### config.mk
export PLATFORM = sky130hd
export DESIGN_NAME = utf8_lenient_decoder
export DESIGN_NICKNAME = d
export VERILOG_FILES = /design/src/rtl/core/u8ld_pkg.sv /design/src/rtl/core/u8ld_unit.sv /design/src/rtl/core/u8ld_seq.sv /design/src/rtl/core/utf8_lenient_decoder.sv
export SDC_FILE = /design/constraint.sdc
export NUM_CORES = 1
export LEC_CHECK = 0
export ABC_AREA = 1
export BUFFER_PORTS_ARGS = -buffer_cell sky130_fd_sc_hd__buf_4
export CAP_MARGIN = 10
export CORE_ASPECT_RATIO = 1.75
export CORE_MARGIN = 1
export CORE_UTILIZATION = 59
export CTS_CLUSTER_SIZE = 12
export DETAILED_ROUTE_END_ITERATION = 16
export GPL_ROUTABILITY_DRIVEN = 0
export GPL_TIMING_DRIVEN = 0
export PLACE_DENSITY_LB_ADDON = 0.2
export REMOVE_ABC_BUFFERS = 1
export SETUP_SLACK_MARGIN = 0.1
export SLEW_MARGIN = 25
export SYNTH_ARGS = -nofsm -noshare
export SYNTH_HDL_FRONTEND = slang
export SYNTH_SLANG_ARGS = --single-unit
### constraint.sdc
create_clock -name clk_i -period 3.2 [get_ports clk_i]
set_input_delay 0.32 -clock clk_i [delete_from_list [all_inputs] [get_ports clk_i]]
set_output_delay 0.32 -clock clk_i [all_outputs]
set_load 0.005 [all_outputs]
### src/rtl/core/u8ld_pkg.sv
// Shared types and byte-class constants of the lenient UTF-8 decoder.
`timescale 1ns / 1ps
package u8ld_pkg;

  localparam int unsigned ByteW = 8;
  localparam int unsigned CpW   = 21;
  localparam int unsigned LenW  = 3;
  localparam int unsigned Held  = 3;
  localparam int unsigned IdxW  = 2;

  localparam logic [ByteW-1:0] Lead2Lo  = 8'hC2;
  localparam logic [ByteW-1:0] Lead2Hi  = 8'hDF;
  localparam logic [ByteW-1:0] Lead3Lo  = 8'hE0;
  localparam logic [ByteW-1:0] Lead3Hi  = 8'hEF;
  localparam logic [ByteW-1:0] Lead4Lo  = 8'hF0;
  localparam logic [ByteW-1:0] Lead4Hi  = 8'hF4;
  localparam logic [ByteW-1:0] ContMask = 8'hC0;
  localparam logic [ByteW-1:0] ContTag  = 8'h80;

  localparam logic [LenW-1:0] LenOne   = 3'd1;
  localparam logic [LenW-1:0] LenTwo   = 3'd2;
  localparam logic [LenW-1:0] LenThree = 3'd3;
  localparam logic [LenW-1:0] LenFour  = 3'd4;

  // Classification of one byte.
  typedef struct packed {
    logic [LenW-1:0] lead_len;  // 1 when the byte is no lead
    logic            is_cont;
    logic            raw;       // byte is 0x80 or above
  } u8ld_class_t;

  // One result item.
  typedef struct packed {
    logic [CpW-1:0]  code_point;
    logic [LenW-1:0] seq_length;
    logic            raw_fallback;
    logic            run_last;
    logic            text_last;
  } u8ld_res_t;

endpackage

### src/rtl/core/u8ld_unit.sv
// Shared byte classifier and codepoint assembler.
`timescale 1ns / 1ps
module u8ld_unit import u8ld_pkg::*; (
  input  logic [ByteW-1:0] sel_byte_i,
  input  logic [ByteW-1:0] held0_i,
  input  logic [ByteW-1:0] held1_i,
  input  logic [ByteW-1:0] held2_i,
  input  logic [ByteW-1:0] last_byte_i,
  input  logic [LenW-1:0]  exp_len_i,
  output u8ld_class_t      class_o,
  output logic [CpW-1:0]   code_point_o
);

  always_comb begin
    class_o.is_cont = ((sel_byte_i & ContMask) == ContTag);
    class_o.raw     = sel_byte_i[ByteW-1];
    if (sel_byte_i >= Lead2Lo && sel_byte_i <= Lead2Hi) begin
      class_o.lead_len = LenTwo;
    end else if (sel_byte_i >= Lead3Lo && sel_byte_i <= Lead3Hi) begin
      class_o.lead_len = LenThree;
    end else if (sel_byte_i >= Lead4Lo && sel_byte_i <= Lead4Hi) begin
      class_o.lead_len = LenFour;
    end else begin
      class_o.lead_len = LenOne;
    end
  end

  always_comb begin
    case (exp_len_i)
      LenTwo: begin
        code_point_o = {10'd0, held0_i[4:0], last_byte_i[5:0]};
      end
      LenThree: begin
        code_point_o = {5'd0, held0_i[3:0], held1_i[5:0], last_byte_i[5:0]};
      end
      LenFour: begin
        code_point_o = {held0_i[2:0], held1_i[5:0], held2_i[5:0], last_byte_i[5:0]};
      end
      default: begin
        code_point_o = '0;
      end
    endcase
  end

endmodule

### src/rtl/core/u8ld_seq.sv
// Sequencer: held-byte store, per-byte decision and replay of held bytes.
`timescale 1ns / 1ps
module u8ld_seq import u8ld_pkg::*; (
  input  logic             clk_i,
  input  logic             rst_ni,
  input  logic             in_valid_i,
  input  logic [ByteW-1:0] in_byte_i,
  input  logic             in_eot_i,
  output logic             in_ready_o,
  input  logic             out_free_i,
  output logic             emit_o,
  output u8ld_res_t        res_o
);

  typedef enum logic [1:0] {
    ST_IDLE,
    ST_TAKE,
    ST_DRAIN,
    ST_FLUSH
  } state_e;

  state_e           state_q, state_d;
  logic [ByteW-1:0] byte_q, byte_d;
  logic             eot_q, eot_d;
  logic             cur_lead_q, cur_lead_d;
  logic [IdxW-1:0]  cnt_q, cnt_d;
  logic [LenW-1:0]  exp_q, exp_d;
  logic [IdxW-1:0]  idx_q, idx_d;
  logic [ByteW-1:0] held_q [Held];

  logic             held_we;
  logic [IdxW-1:0]  held_wa;
  logic [ByteW-1:0] sel_byte;
  logic             idx_end;
  u8ld_class_t      cls;
  logic [CpW-1:0]   cp;

  u8ld_unit u_unit (
    .sel_byte_i  (sel_byte),
    .held0_i     (held_q[0]),
    .held1_i     (held_q[1]),
    .held2_i     (held_q[2]),
    .last_byte_i (byte_q),
    .exp_len_i   (exp_q),
    .class_o     (cls),
    .code_point_o(cp)
  );

  assign in_ready_o = (state_q == ST_IDLE);
  assign idx_end    = (idx_q == cnt_q - 2'd1);

  always_comb begin
    state_d    = state_q;
    byte_d     = byte_q;
    eot_d      = eot_q;
    cur_lead_d = cur_lead_q;
    cnt_d      = cnt_q;
    exp_d      = exp_q;
    idx_d      = idx_q;
    held_we    = 1'b0;
    held_wa    = cnt_q;
    emit_o     = 1'b0;
    res_o      = '0;
    sel_byte   = (state_q == ST_TAKE) ? byte_q : held_q[idx_q];

    case (state_q)
      ST_IDLE: begin
        if (in_valid_i) begin
          byte_d  = in_byte_i;
          eot_d   = in_eot_i;
          state_d = ST_TAKE;
        end
      end
      ST_TAKE: begin
        if (out_free_i) begin
          idx_d = '0;
          if (cnt_q == '0) begin
            if (cls.lead_len != LenOne) begin
              held_we = 1'b1;
              held_wa = '0;
              cnt_d   = 2'd1;
              exp_d   = cls.lead_len;
              state_d = eot_q ? ST_FLUSH : ST_IDLE;
            end else begin
              emit_o                 = 1'b1;
              res_o.code_point       = {{(CpW-ByteW){1'b0}}, byte_q};
              res_o.seq_length       = LenOne;
              res_o.raw_fallback     = cls.raw;
              res_o.run_last         = 1'b1;
              res_o.text_last        = eot_q;
              state_d                = ST_IDLE;
            end
          end else if (cls.is_cont) begin
            if ({1'b0, cnt_q} + 3'd1 == exp_q) begin
              emit_o             = 1'b1;
              res_o.code_point   = cp;
              res_o.seq_length   = exp_q;
              res_o.raw_fallback = 1'b0;
              res_o.run_last     = 1'b1;
              res_o.text_last    = eot_q;
              cnt_d              = '0;
              exp_d              = '0;
              state_d            = ST_IDLE;
            end else begin
              held_we = 1'b1;
              cnt_d   = cnt_q + 2'd1;
              state_d = eot_q ? ST_FLUSH : ST_IDLE;
            end
          end else begin
            // remember whether the breaking byte will be held as a new lead
            cur_lead_d = (cls.lead_len != LenOne);
            state_d    = ST_DRAIN;
          end
        end
      end
      ST_DRAIN: begin
        if (out_free_i) begin
          emit_o             = 1'b1;
          res_o.code_point   = {{(CpW-ByteW){1'b0}}, held_q[idx_q]};
          res_o.seq_length   = LenOne;
          res_o.raw_fallback = cls.raw;
          res_o.run_last     = idx_end && cur_lead_q && !eot_q;
          res_o.text_last    = 1'b0;
          if (idx_end) begin
            cnt_d   = '0;
            exp_d   = '0;
            state_d = ST_TAKE;
          end else begin
            idx_d = idx_q + 2'd1;
          end
        end
      end
      ST_FLUSH: begin
        if (out_free_i) begin
          emit_o             = 1'b1;
          res_o.code_point   = {{(CpW-ByteW){1'b0}}, held_q[idx_q]};
          res_o.seq_length   = LenOne;
          res_o.raw_fallback = cls.raw;
          res_o.run_last     = idx_end;
          res_o.text_last    = idx_end;
          if (idx_end) begin
            cnt_d   = '0;
            exp_d   = '0;
            state_d = ST_IDLE;
          end else begin
            idx_d = idx_q + 2'd1;
          end
        end
      end
      default: begin
        state_d = ST_IDLE;
      end
    endcase
  end

  always_ff @(posedge clk_i or negedge rst_ni) begin
    if (!rst_ni) begin
      state_q    <= ST_IDLE;
      eot_q      <= 1'b0;
      cur_lead_q <= 1'b0;
      cnt_q      <= '0;
      exp_q      <= '0;
      idx_q      <= '0;
      byte_q     <= '0;
    end else begin
      state_q    <= state_d;
      eot_q      <= eot_d;
      cur_lead_q <= cur_lead_d;
      cnt_q      <= cnt_d;
      exp_q      <= exp_d;
      idx_q      <= idx_d;
      byte_q     <= byte_d;
    end
  end

  always_ff @(posedge clk_i) begin
    if (held_we) begin
      held_q[held_wa] <= byte_q;
    end
  end

endmodule

### src/rtl/core/utf8_lenient_decoder.sv
// Top level of the lenient UTF-8 decoder: sequencer plus output register.
//
//  channel | dir | tdata (low bit up)                      | tuser / tlast
//  s_axis  | in  | text_byte[7:0]                          | tlast = end_of_text
//  m_axis  | out | code_point[20:0], seq_length[23:21]     | tuser[0] = raw_fallback,
//          |     |                                         | tuser[1] = run_last,
//          |     |                                         | tlast = text_last
//
// A byte is accepted in ST_IDLE and then decided in ST_TAKE; at end of text the
// held bytes are flushed one by one in ST_FLUSH. A broken sequence replays each
// held byte in ST_DRAIN and then decides the breaking byte again in ST_TAKE; the
// single sequencer and its shared classify/assemble unit set this order.
// s_axis_tready is high only while the sequencer is idle.
// Results sit in an output register; the sequencer holds while it is full and m_axis_tready is low.
// Reset clears the sequencer and the output valid; held bytes need no reset.
`timescale 1ns / 1ps
module utf8_lenient_decoder import u8ld_pkg::*; (
  input  logic        clk_i,
  input  logic        rst_ni,
  input  logic        s_axis_tvalid,
  output logic        s_axis_tready,
  input  logic [7:0]  s_axis_tdata,   // [7:0] text_byte
  input  logic        s_axis_tlast,   // end_of_text
  output logic        m_axis_tvalid,
  input  logic        m_axis_tready,
  output logic [23:0] m_axis_tdata,   // [20:0] code_point, [23:21] seq_length
  output logic [1:0]  m_axis_tuser,   // [0] raw_fallback, [1] run_last
  output logic        m_axis_tlast    // text_last
);

  logic      out_free;
  logic      emit;
  u8ld_res_t res;
  logic      ovalid_q;
  u8ld_res_t ores_q;

  assign out_free = !ovalid_q || m_axis_tready;

  u8ld_seq u_seq (
    .clk_i     (clk_i),
    .rst_ni    (rst_ni),
    .in_valid_i(s_axis_tvalid),
    .in_byte_i (s_axis_tdata),
    .in_eot_i  (s_axis_tlast),
    .in_ready_o(s_axis_tready),
    .out_free_i(out_free),
    .emit_o    (emit),
    .res_o     (res)
  );

  always_ff @(posedge clk_i or negedge rst_ni) begin
    if (!rst_ni) begin
      ovalid_q <= 1'b0;
    end else if (emit) begin
      ovalid_q <= 1'b1;
    end else if (m_axis_tready) begin
      ovalid_q <= 1'b0;
    end
  end

  always_ff @(posedge clk_i) begin
    if (emit) begin
      ores_q <= res;
    end
  end

  assign m_axis_tvalid = ovalid_q;
  assign m_axis_tdata  = {ores_q.seq_length, ores_q.code_point};
  assign m_axis_tuser  = {ores_q.run_last, ores_q.raw_fallback};
  assign m_axis_tlast  = ores_q.text_last;

  // one byte at a time: after a transfer in, the sequencer is busy
  a_busy_after_accept: assert property (@(posedge clk_i) disable iff (!rst_ni)
    s_axis_tvalid && s_axis_tready |=> !s_axis_tready)
    else $error("input accepted while sequencer busy");

  a_raw_is_single: assert property (@(posedge clk_i) disable iff (!rst_ni)
    m_axis_tvalid && m_axis_tuser[0] |-> m_axis_tdata[23:21] == LenOne)
    else $error("raw fallback with multi-byte length");

  a_decoded_not_raw: assert property (@(posedge clk_i) disable iff (!rst_ni)
    m_axis_tvalid && m_axis_tdata[23:21] != LenOne |->
      !m_axis_tuser[0] && (m_axis_tdata[23:21] == LenTwo ||
      m_axis_tdata[23:21] == LenThree || m_axis_tdata[23:21] == LenFour))
    else $error("bad decoded result");

  a_text_last_ends_run: assert property (@(posedge clk_i) disable iff (!rst_ni)
    m_axis_tvalid && m_axis_tlast |-> m_axis_tuser[1])
    else $error("text end without run end");

endmodule

# Word level (Yosys, flattened, before mapping)
# Memory sizes are Yosys's and may differ from the RTL's.
# Index checks and enable logic that the tools add are counted.
[totals]
regBits = 47
input_bits = 13
elab_cells = 131
mem_count = 1
ramBits = 24
[mem_list]
columns = ["memory", "words", "width", "read_ports", "rd_ports_with_merged_regs", "wr", "line", "text"]
rows = [
  ["u_seq.held_q", 3, 8, 4, 0, 1, "u8ld_seq.sv:29", "logic [ByteW-1:0] held_q [Held];"],
]
[classes]
eq_ne = 22
n_reduce_logical = 19
n_bitwise = 2
magnitude_cmp = 6
add_sub_neg = 4
n_mux = 64
[op_table]
columns = ["op", "n"]
rows = [
  ["two-way mux 27 bit", 4],
  ["case mux 27 bit (3 select lines)", 1],
  ["case mux 21 bit (3 select lines)", 1],
  ["two-way mux 2 bit", 23],
  ["two-way mux 14 bit", 3],
  ["two-way mux 3 bit", 10],
  [">= comparator 8 bit (second input constant)", 3],
  ["less-or-equal comparator 8 bit (second input constant)", 3],
  ["two-way mux 1 bit", 16],
  ["AND reduction 6 bit", 2],
  ["!= test 2 bit (second input constant)", 5],
  ["two-way mux 8 bit", 1],
  ["!= test 2 x 1 -> 1 bit (second input constant)", 4],
  ["case mux 2 bit (2 select lines)", 2],
  ["case mux 2 bit (4 select lines)", 1],
  ["AND reduction 4 bit", 2],
  ["AND reduction 7 bit", 1],
  ["equality test 2 bit (second input constant)", 3],
  ["equality test 3 x 2 -> 1 bit (second input constant)", 2],
  ["!= test 3 bit (second input constant)", 2],
  ["case mux 3 bit (2 select lines)", 1],
  ["logical AND 1 bit", 5],
  ["adder 2 x 1 -> 2 bit (second input constant)", 2],
  ["zero test 2 bit", 2],
  ["other kinds (15)", 18],
]

# Longest topological paths before layout
# Gate-level depths: netlist (run 1).
[depth]
word_depth = 14
ltp_mapped = 17

# Modules after synthesis
# Synthesis (run 1) repeated with hierarchy kept, for this count alone.
[hier_totals]
cells_unflattened = 448
area_unflattened_um2 = 4137.7
[modules_own_cells]
columns = ["module", "seq_area_each_um2", "cells_each", "area_each_um2", "n_inst"]
rows = [
  ["u8ld_seq", 1436.4, 319, 2824.0, 1],
  ["utf8_lenient_decoder", 835.8, 32, 855.8, 1],
  ["u8ld_unit", 0.0, 97, 457.9, 1],
]

# Least setup slack after synthesis (run 1)
# OpenSTA, ideal clock, no wires.
[synth_timing]
path_kind = "flip-flop to flip-flop"
start = "reg u_seq.cnt_q[0]"
end = "reg ores_q, in the netlist m_axis_tdata[0], enable pin"
arrival_ns = 2.193
path_stages_with_launch = 10
period_less_slack_ns = 2.577
setup_slack_ns = 0.623
path_cell_list = "dfrtp_1 > inv_1 > ha_1 > xnor2_1 > nand3_1 > inv_1 > nand2_1 > nand2_1 > nand3_1 > nand2_1"
[synth_via]
elab_chain_cells = 7
[synth_lines]
columns = ["element", "line", "text"]
rows = [
  ["start, declared", "u8ld_seq.sv:26", "logic [IdxW-1:0] cnt_q, cnt_d;"],
  ["start signal, assigned", "u8ld_seq.sv:169", "cnt_q <= cnt_d;"],
  ["adder 2 x 1 -> 3 bit", "u8ld_seq.sv:94", "if ({1'b0, cnt_q} + 3'd1 == exp_q) begin"],
  ["equality test 3 bit", "u8ld_seq.sv:94", ""],
  ["two-way mux 1 bit", "u8ld_seq.sv:94", ""],
  ["two-way mux 1 bit", "u8ld_seq.sv:93", "end else if (cls.is_cont) begin"],
  ["two-way mux 1 bit *", "u8ld_seq.sv:77", "if (cnt_q == '0) begin"],
  ["two-way mux 1 bit *", "u8ld_seq.sv:75", "if (out_free_i) begin"],
  ["case mux 1 bit (2 select lines) *", "u8ld_seq.sv:66", "case (state_q)"],
  ["named net emit", "utf8_lenient_decoder.sv:32", "logic emit;"],
  ["end signal, assigned", "utf8_lenient_decoder.sv:63", "ores_q <= res;"],
  ["end, declared", "utf8_lenient_decoder.sv:35", "u8ld_res_t ores_q;"],
]
# Mark *: on every way through the listed nets, which the timed path passes. The rest lies on a longest branch.
# A chain may end at the register's enable or synchronous reset.

# Worst setup path after layout (run 1)
[layout_timing]
start = "reg u_seq.idx_q[1]"
end = "mem u_seq.held_q[0][4], enable pin"
[layout_via]
elab_chain_cells = 14
[layout_lines]
columns = ["element", "line", "text"]
rows = [
  ["start, declared", "u8ld_seq.sv:28", "logic [IdxW-1:0] idx_q, idx_d;"],
  ["start signal, assigned", "u8ld_seq.sv:171", "idx_q <= idx_d;"],
  ["memory (3 x 8 bit) *", "n/a", ""],
  ["two-way mux 8 bit *", "u8ld_seq.sv:64", "sel_byte = (state_q == ST_TAKE) ? byte_q : held_q[idx_q];"],
  [">= comparator 8 bit / less-or-equal comparator 8 bit (equally long branches)", "u8ld_unit.sv:21", "end else if (sel_byte_i >= Lead4Lo && sel_byte_i <= Lead4Hi) begin"],
  ["logical AND 1 bit", "u8ld_unit.sv:21", ""],
  ["two-way mux 3 bit", "u8ld_unit.sv:21", ""],
  ["two-way mux 3 bit", "u8ld_unit.sv:19", "end else if (sel_byte_i >= Lead3Lo && sel_byte_i <= Lead3Hi) begin"],
  ["two-way mux 3 bit", "u8ld_unit.sv:17", "if (sel_byte_i >= Lead2Lo && sel_byte_i <= Lead2Hi) begin"],
  ["!= test 3 x 1 -> 1 bit", "u8ld_seq.sv:78", "if (cls.lead_len != LenOne) begin"],
  ["two-way mux 1 bit", "u8ld_seq.sv:78", ""],
  ["two-way mux 1 bit", "u8ld_seq.sv:77", ""],
  ["two-way mux 1 bit", "u8ld_seq.sv:75", ""],
  ["two-way mux 1 bit", "u8ld_seq.sv:66", ""],
  ["two-way mux 1 bit", "u8ld_seq.sv:177", "if (held_we) begin"],
  ["two-way mux 1 bit (not written as such)", "u8ld_seq.sv:178", "held_q[held_wa] <= byte_q;"],
  ["end, declared", "u8ld_seq.sv:29", ""],
]
# Mark *: on every way between the ends. The rest lies on a longest branch, timed or not.

==> results of run 1 <==
==> final timing paths <==
check                                  from                  to  slack (ns)  depth (start not counted)
setup reg to reg             u_seq.idx_q[1]  u_seq.held_q[0][4]        0.12                         12
hold reg to reg            u_seq.cur_lead_q    u_seq.cur_lead_q        0.55                          2
setup / recovery             u_seq.idx_q[1]  u_seq.held_q[0][4]        0.12                         12
hold / removal              s_axis_tdata[2]     u_seq.byte_q[2]        0.22                          2
max in group asynchronous            rst_ni      u_seq.idx_q[0]        2.57                          2
min in group asynchronous            rst_ni      u_seq.idx_q[1]        0.40                          2
==> cell usage after synthesis <==
cell type / n
nand3_2: 9
buf_6: 7
o21ai_0: 7
inv_1: 28
xor2_1: 2
or2_2: 2
nor2_2: 3
mux2_2: 8
a32oi_1: 1
nand4_2: 1
nand2_2: 8
o21ai_2: 1
nor2_8: 2
inv_2: 7
nand4_1: 7
edfxtp_1: 59
nand2_1: 116
a21oi_2: 1
nor2_4: 5
inv_6: 1
o211ai_1: 2
nand3_1: 41
clkbuf_1: 3
a21oi_1: 12
nor3_1: 4
nor3_2: 1
a31oi_1: 3
ha_1: 6
o31ai_1: 2
nor2_1: 31
xnor2_1: 2
dfrtp_1: 20
nand2_4: 4
==> through the flow <==
step                setup TNS, ns  setup slack [ns]  instance area (sq um)
finish                          0            0.1200                   4656
global route               -1.681          -0.07552                   4656
CTS                             0            0.1484                   4651
detailed placement         -6.222           -0.2330                   4354
global placement           -4.557           -0.1710                   4349
floorplan                       0            0.5098                   3939
==> logic make-up (layout without fill, tap and decap cells) <==
logic type,after synthesis,count (layout),share of synthesized area (%)
DFF,79,79,56.40
xor gates and xnor gates,4,4,0.8697
AOI/OAI and AO/OA,29,29,4.224
buffers and inverters,46,94,5.715
and+or+nand+nor,234,234,28.70
muxes,8,8,2.236
adders and majority gates,6,6,1.863
==> layer usage <==
layer	vias to the layer above	track usage (%)	part of all wire [%]	routed length, um
met5	-	0	0	0
met1	1443	30.06	37	3121
met2	103	44.91	55	4615
met4	0	15.11	3.2	272
li1	1456	-	-	-
met3	29	6.276	5.1	432
==> sequential cells by signal (all words and copies together) (netlist names) <==
| register | count |
|---|---|
| m_axis_tdata | 24 |
| m_axis_tlast | 1 |
| m_axis_tuser | 2 |
| m_axis_tvalid | 1 |
| u_seq.byte_q | 8 |
| u_seq.cnt_q | 2 |
| u_seq.cur_lead_q | 1 |
| u_seq.eot_q | 1 |
| u_seq.exp_q | 3 |
| u_seq.held_q | 32 |
| u_seq.idx_q | 2 |
| u_seq.state_q | 2 |
==> timing repair <==
item                       CTS  global route
hold buffers                 1             0
hold endpoints to repair    20             0
resized for setup            2             1
setup buffers                0             0
setup endpoints to repair   51            59
==> worst max-delay path: stages, from the launching register on <==
cell and delay, ns:
dfrtp_1 0.64, inv_2 0.22, nand3_1 0.18, nand3_1 0.11, nand2_1 0.07, nand2_1 0.10, nor2_1 0.21, nand2_2 0.13
nand2_4 0.10, nor2_4 0.05, nand2_4 0.10, nand3_2 0.13, nor2_1 0.64
==> report_power, final <==
part | internal, mW | switching, mW
sequential | 1.61 | 0.315
clock | 0.597 | 0.380
combinational | 0.808 | 1.43
==> area by class of cell <==
type,instances,share of cell area [%]
well taps,82,2.204
clock inverters,5,1.075
clock buffers,11,4.999
flip-flops and latches,79,48.83
repair buffers,42,6.826
multi-input cells,281,33.06
inverters,36,3.010
==> reports/qor.yml, run 1 <==
initial_utilization_pct: 61.62
final_nets: 468
clockBufferDepth: 2
io_pins: 42
rows: 39
regArea_sq_um: 2273
avgViaCountPerCell: 5.655
maxSlewViolCount: 0
finish.utilization_pct: 71.20
synth_cells: 406
dp_cells: 519
ir_drop_mv: 0.7146
crit_type: "flip-flop to flip-flop"
finClkSkew_ns: 0.007399
cp-end-kind: "flip-flop"
fill_cells: 505
fin_crit_sh_pct: 96.25
fmax_ghz: 0.3247
yosysTopAreaCellShare_pct: 43.98
drive_above_1_share_pct: 24.01
die_h_um: 111.3
grt_pass1_vias: 3027
clock_sinks: 79
p_total_mw: 5.139
path_max_fanout: 10
cp-start-kind: "flip-flop"
wl_per_cell_um: 15.75
wl_um: 8442
mostFrequentLayoutCells: "nand2_1, edfxtp_1, nand3_1, buf_4, nor2_1"
tritoncts: "yes"
area_growth_pct: 15.56
hold-worst-slack_ns: 0.2160
clkTransAtPathRegs_ns: 0.06
holdCritPathClass: "primary input to flip-flop"
tightest_slew_ns: 0.9035
slew_headroom_pct: 39.44
cts_root_buf: "clkbuf_16"
maxCapViolations: 0
grt_pass1_wl_um: 14210
layout_commonest_cell: "nand2_1"
syn_area_sq_um: 4029
clk_latency_ns: 0.34
grt_usage_pct: 26.57
hpwl_um: 6238
numCtsBuffers: 9
seq_area_frac_synth_pct: 56.40
die-area_sq_um: 7176
finalCriticalPeriod_ns: 3.080
ant_nets: 0
synth_area_per_cell_sq_um: 9.923
placeableCoreArea_sq_um: 6539
multi_input_area_sq_um: 1539
antenna_found_initial: 0
power_density_nw_per_um2: 1104
ys_seq_elements: 79
grt-ovfl-total: 0
status: "complete, no violations"
cp_data_required_time_ns: 3.17
synth_warnings: 0
yosysTopAreaCell: "edfxtp_1"
final_cells: 536
io_buffers: 41
diodes: 0
h-tree-depth: 3
hold_violations: 0
yosysUniqueCellTypes: 33
first_iter_violations: 299
ys_top_cells_by_area: "edfxtp_1, dfrtp_1, nand2_1, nand3_1, nor2_1"
crit_arrival_ns: 3.05
rsz0062_at_grt: "yes"
die_x_um: 64.47
setup_viol: 0
drc: 0
drtPass1Iterations: 5
via_count: 3031
grt_max_degree: 28
p_leak_nw: 1.935
No activity file was read; power rests on OpenSTA's default activity.
==> inputs of run 2 (changes only) <==
Settings changed: BUFFER_PORTS_ARGS -buffer_cell sky130_fd_sc_hd__buf_4 to not set, CORE_UTILIZATION 59 to 60, DONT_BUFFER_PORTS set to 1.
==> run 2 against run 1 <==
Net effect:
- global-route usage increased by 0.12 points
- fmax increased by 5.8%
- die area decreased by 1.6%
- non-clock buffer count decreased by 39
- flip-flop and latch count unchanged
- clock skew decreased by 0.0023 ns
- routed wire length decreased by 1.2%
- critical path depth unchanged
- register-to-register slack improved by 0.17 ns
- via count decreased by 6.7%
- sequential share of layout area increased by 2.9 points
- critical endpoint is now u_seq.held_q[2][4]
- largest cell class unchanged
==> reports/qor.yml, run 2 (same netlist as run 1, synthesis figures left out) <==
status: "complete, no violations"
slew_headroom_pct: 42.61  # +3.2 points
die-area_sq_um: 7060  # -1.6%
reg2reg_depth: 12  # unchanged
postCtsSetupBuffers: 0  # unchanged
h-tree-depth: 3  # unchanged
setup_viol: 0  # unchanged
io_buffers: 0  # -100%
wl_um: 8343  # -1.2%
clk_latency_ns: 0.33  # about the same
top_register: "u_seq.held_q"
startpoint: "u_seq.state_q[1]"
clockBufferDepth: 2  # unchanged
antenna_found_initial: 0  # unchanged
die_x_um: 63.95  # -0.81%
cp-end-kind: "flip-flop"
maxCapViolations: 0  # unchanged
p_leak_nw: 1.752  # -9.5%
first_iter_violations: 270  # -9.7%
grt_usage_pct: 26.69  # +0.12 points
r2r_slack_ns: 0.29  # +0.17 ns
die_h_um: 110.4  # -0.82%
grt-ovfl-total: 0  # unchanged
p_total_mw: 4.982  # -3.0%
hpwl_um: 5988  # -4.0%
grt_pass1_wl_um: 13760  # -3.2%
drc: 0  # unchanged
finClkSkew_ns: 0.005102  # -0.002297 ns
clkTransAtPathRegs_ns: 0.06  # about the same
avgViaCountPerCell: 5.702  # +0.83%
mostFrequentLayoutCells: "nand2_1, edfxtp_1, nand3_1"
rsz0062_at_grt: "no"
io_pins: 42  # unchanged
finish.utilization_pct: 67.67  # -3.5 points
finalCriticalPeriod_ns: 2.911  # -0.1692 ns
placeableCoreArea_sq_um: 6490  # -0.75%
final_cells: 496  # -7.5%
fin_crit_sh_pct: 90.96  # -5.3 points
setup_ws_ns: 0.2892  # +0.1692 ns
worstHoldStart: "s_axis_tdata[7]"
post-place-ws_ns: -0.2651  # -0.03215 ns
tightest_slew_ns: 0.8577  # -0.04578 ns
crit_type: "flip-flop to flip-flop"
rr_startpoint: "u_seq.state_q[1]"
numCtsBuffers: 9  # unchanged
power_density_nw_per_um2: 1134  # +2.8%
dp_cells: 479  # -7.7%
drtPass1Iterations: 4  # -1
fmax_ghz: 0.3435  # +5.8%
diodes: 0  # unchanged
cts_root_buf: "clkbuf_16"
grt_pass1_vias: 2798  # -7.6%
hold_depth: 1  # -1
rows: 39  # unchanged
via_count: 2828  # -6.7%
area_growth_pct: 9.006
wl_per_cell_um: 16.82  # +6.8%
rr_endpoint: "u_seq.held_q[2][4]"
maxSlewViolCount: 0  # unchanged
tritoncts: "yes"
initial_utilization_pct: 62.08  # +0.46 points
drive_above_1_share_pct: 17.87  # -6.1 points
cp-start-kind: "flip-flop"
fill_cells: 472  # -6.5%
ir_drop_mv: 0.7847  # +9.8%
clock_sinks: 79  # unchanged
holdCritPathClass: "primary input to flip-flop"
multi_input_area_sq_um: 1549  # +0.65%
crit_arrival_ns: 2.88  # -0.17 ns
path_max_fanout: 14  # +4
layout_commonest_cell: "nand2_1"
min_to: "u_seq.byte_q[7]"
final_nets: 429  # -8.3%
regArea_sq_um: 2273  # unchanged
ant_nets: 0  # unchanged
cp_data_required_time_ns: 3.17  # about the same
largest_reg_flops: 32  # unchanged
hold_violations: 0  # unchanged
grt_max_degree: 28  # unchanged
[run 2: cell count changes in the layout (fill, tap and decap cells not counted), sizes merged]
cell	previous run	this run
bufinv	1	2
clkinv	3	1
buf	41	2
[run 2: critical path, stage by stage, from the launching register on]
cell	delay, ns
dfrtp_1	0.59
nor2_8	0.12
inv_2	0.30
nand3_1	0.12
nand2_1	0.12
nand2_1	0.11
nor2_2	0.15
nand2_1	0.10
nor2_4	0.16
nor2_4	0.06
nand2_4	0.10
nand3_2	0.16
nor2_2	0.44
[run 2: timing repair]
item                                    in CTS  in global routing
endpoints found under the setup margin      59                 51
hold buffers                                 1                  1
endpoints found under the hold margin       20                 20
gates resized for setup                      3                  4
cloned                                       0                  0
[run 2: report_power, final]
part / internal, mW / switching, mW / total, mW
sequential: 1.61 / 0.358 / 1.97
clock: 0.676 / 0.376 / 1.05
combinational: 0.599 / 1.36 / 1.96
[run 2: through the flow]
step / setup TNS [ns] / hold WS, ns / area (sq um)
after global routing: 0 / 0.1169 / 4392
after CTS: 0 / 0.1185 / 4374
after detailed placement: -7.104 / 0.02497 / 4054
after global placement: -4.482 / 0.02491 / 4041
after floorplan: 0 / 0.02441 / 3939
final: 0 / 0.1306 / 4392
[run 2: final cells by class]
cell class	count	area share (%)
sequential	79	51.77
inverter	36	3.191
timing repair buffer	3	0.5128
tap	82	2.336
clock inverter	4	1.624
clock buffer	11	5.299
multi-input combinational	281	35.27
[run 2: how the worst max path moves through the flow]
| stage | end | cells after the start |
|---|---|---|
| 2_1_floorplan | m_axis_tdata[0] | 12 |
| 6_report | u_seq.held_q[2][4] | 12 |
| 3_3_place_gp | m_axis_tdata[4] | 12 |
| 5_1_grt | u_seq.held_q[2][3] | 12 |
| 4_1_cts | u_seq.held_q[0][7] | 12 |
| 3_5_place_dp | m_axis_tdata[3] | 12 |
[run 2: metal layers]
| layer | track usage [%] | vias up | share of wire (%) |
|---|---|---|---|
| li1 | - | 1368 | - |
| met1 | 30.15 | 1331 | 38 |
| met2 | 43.83 | 113 | 53 |
| met3 | 6.198 | 16 | 5.8 |
| met4 | 17.88 | 0 | 3.1 |
| met5 | 0 | - | 0 |
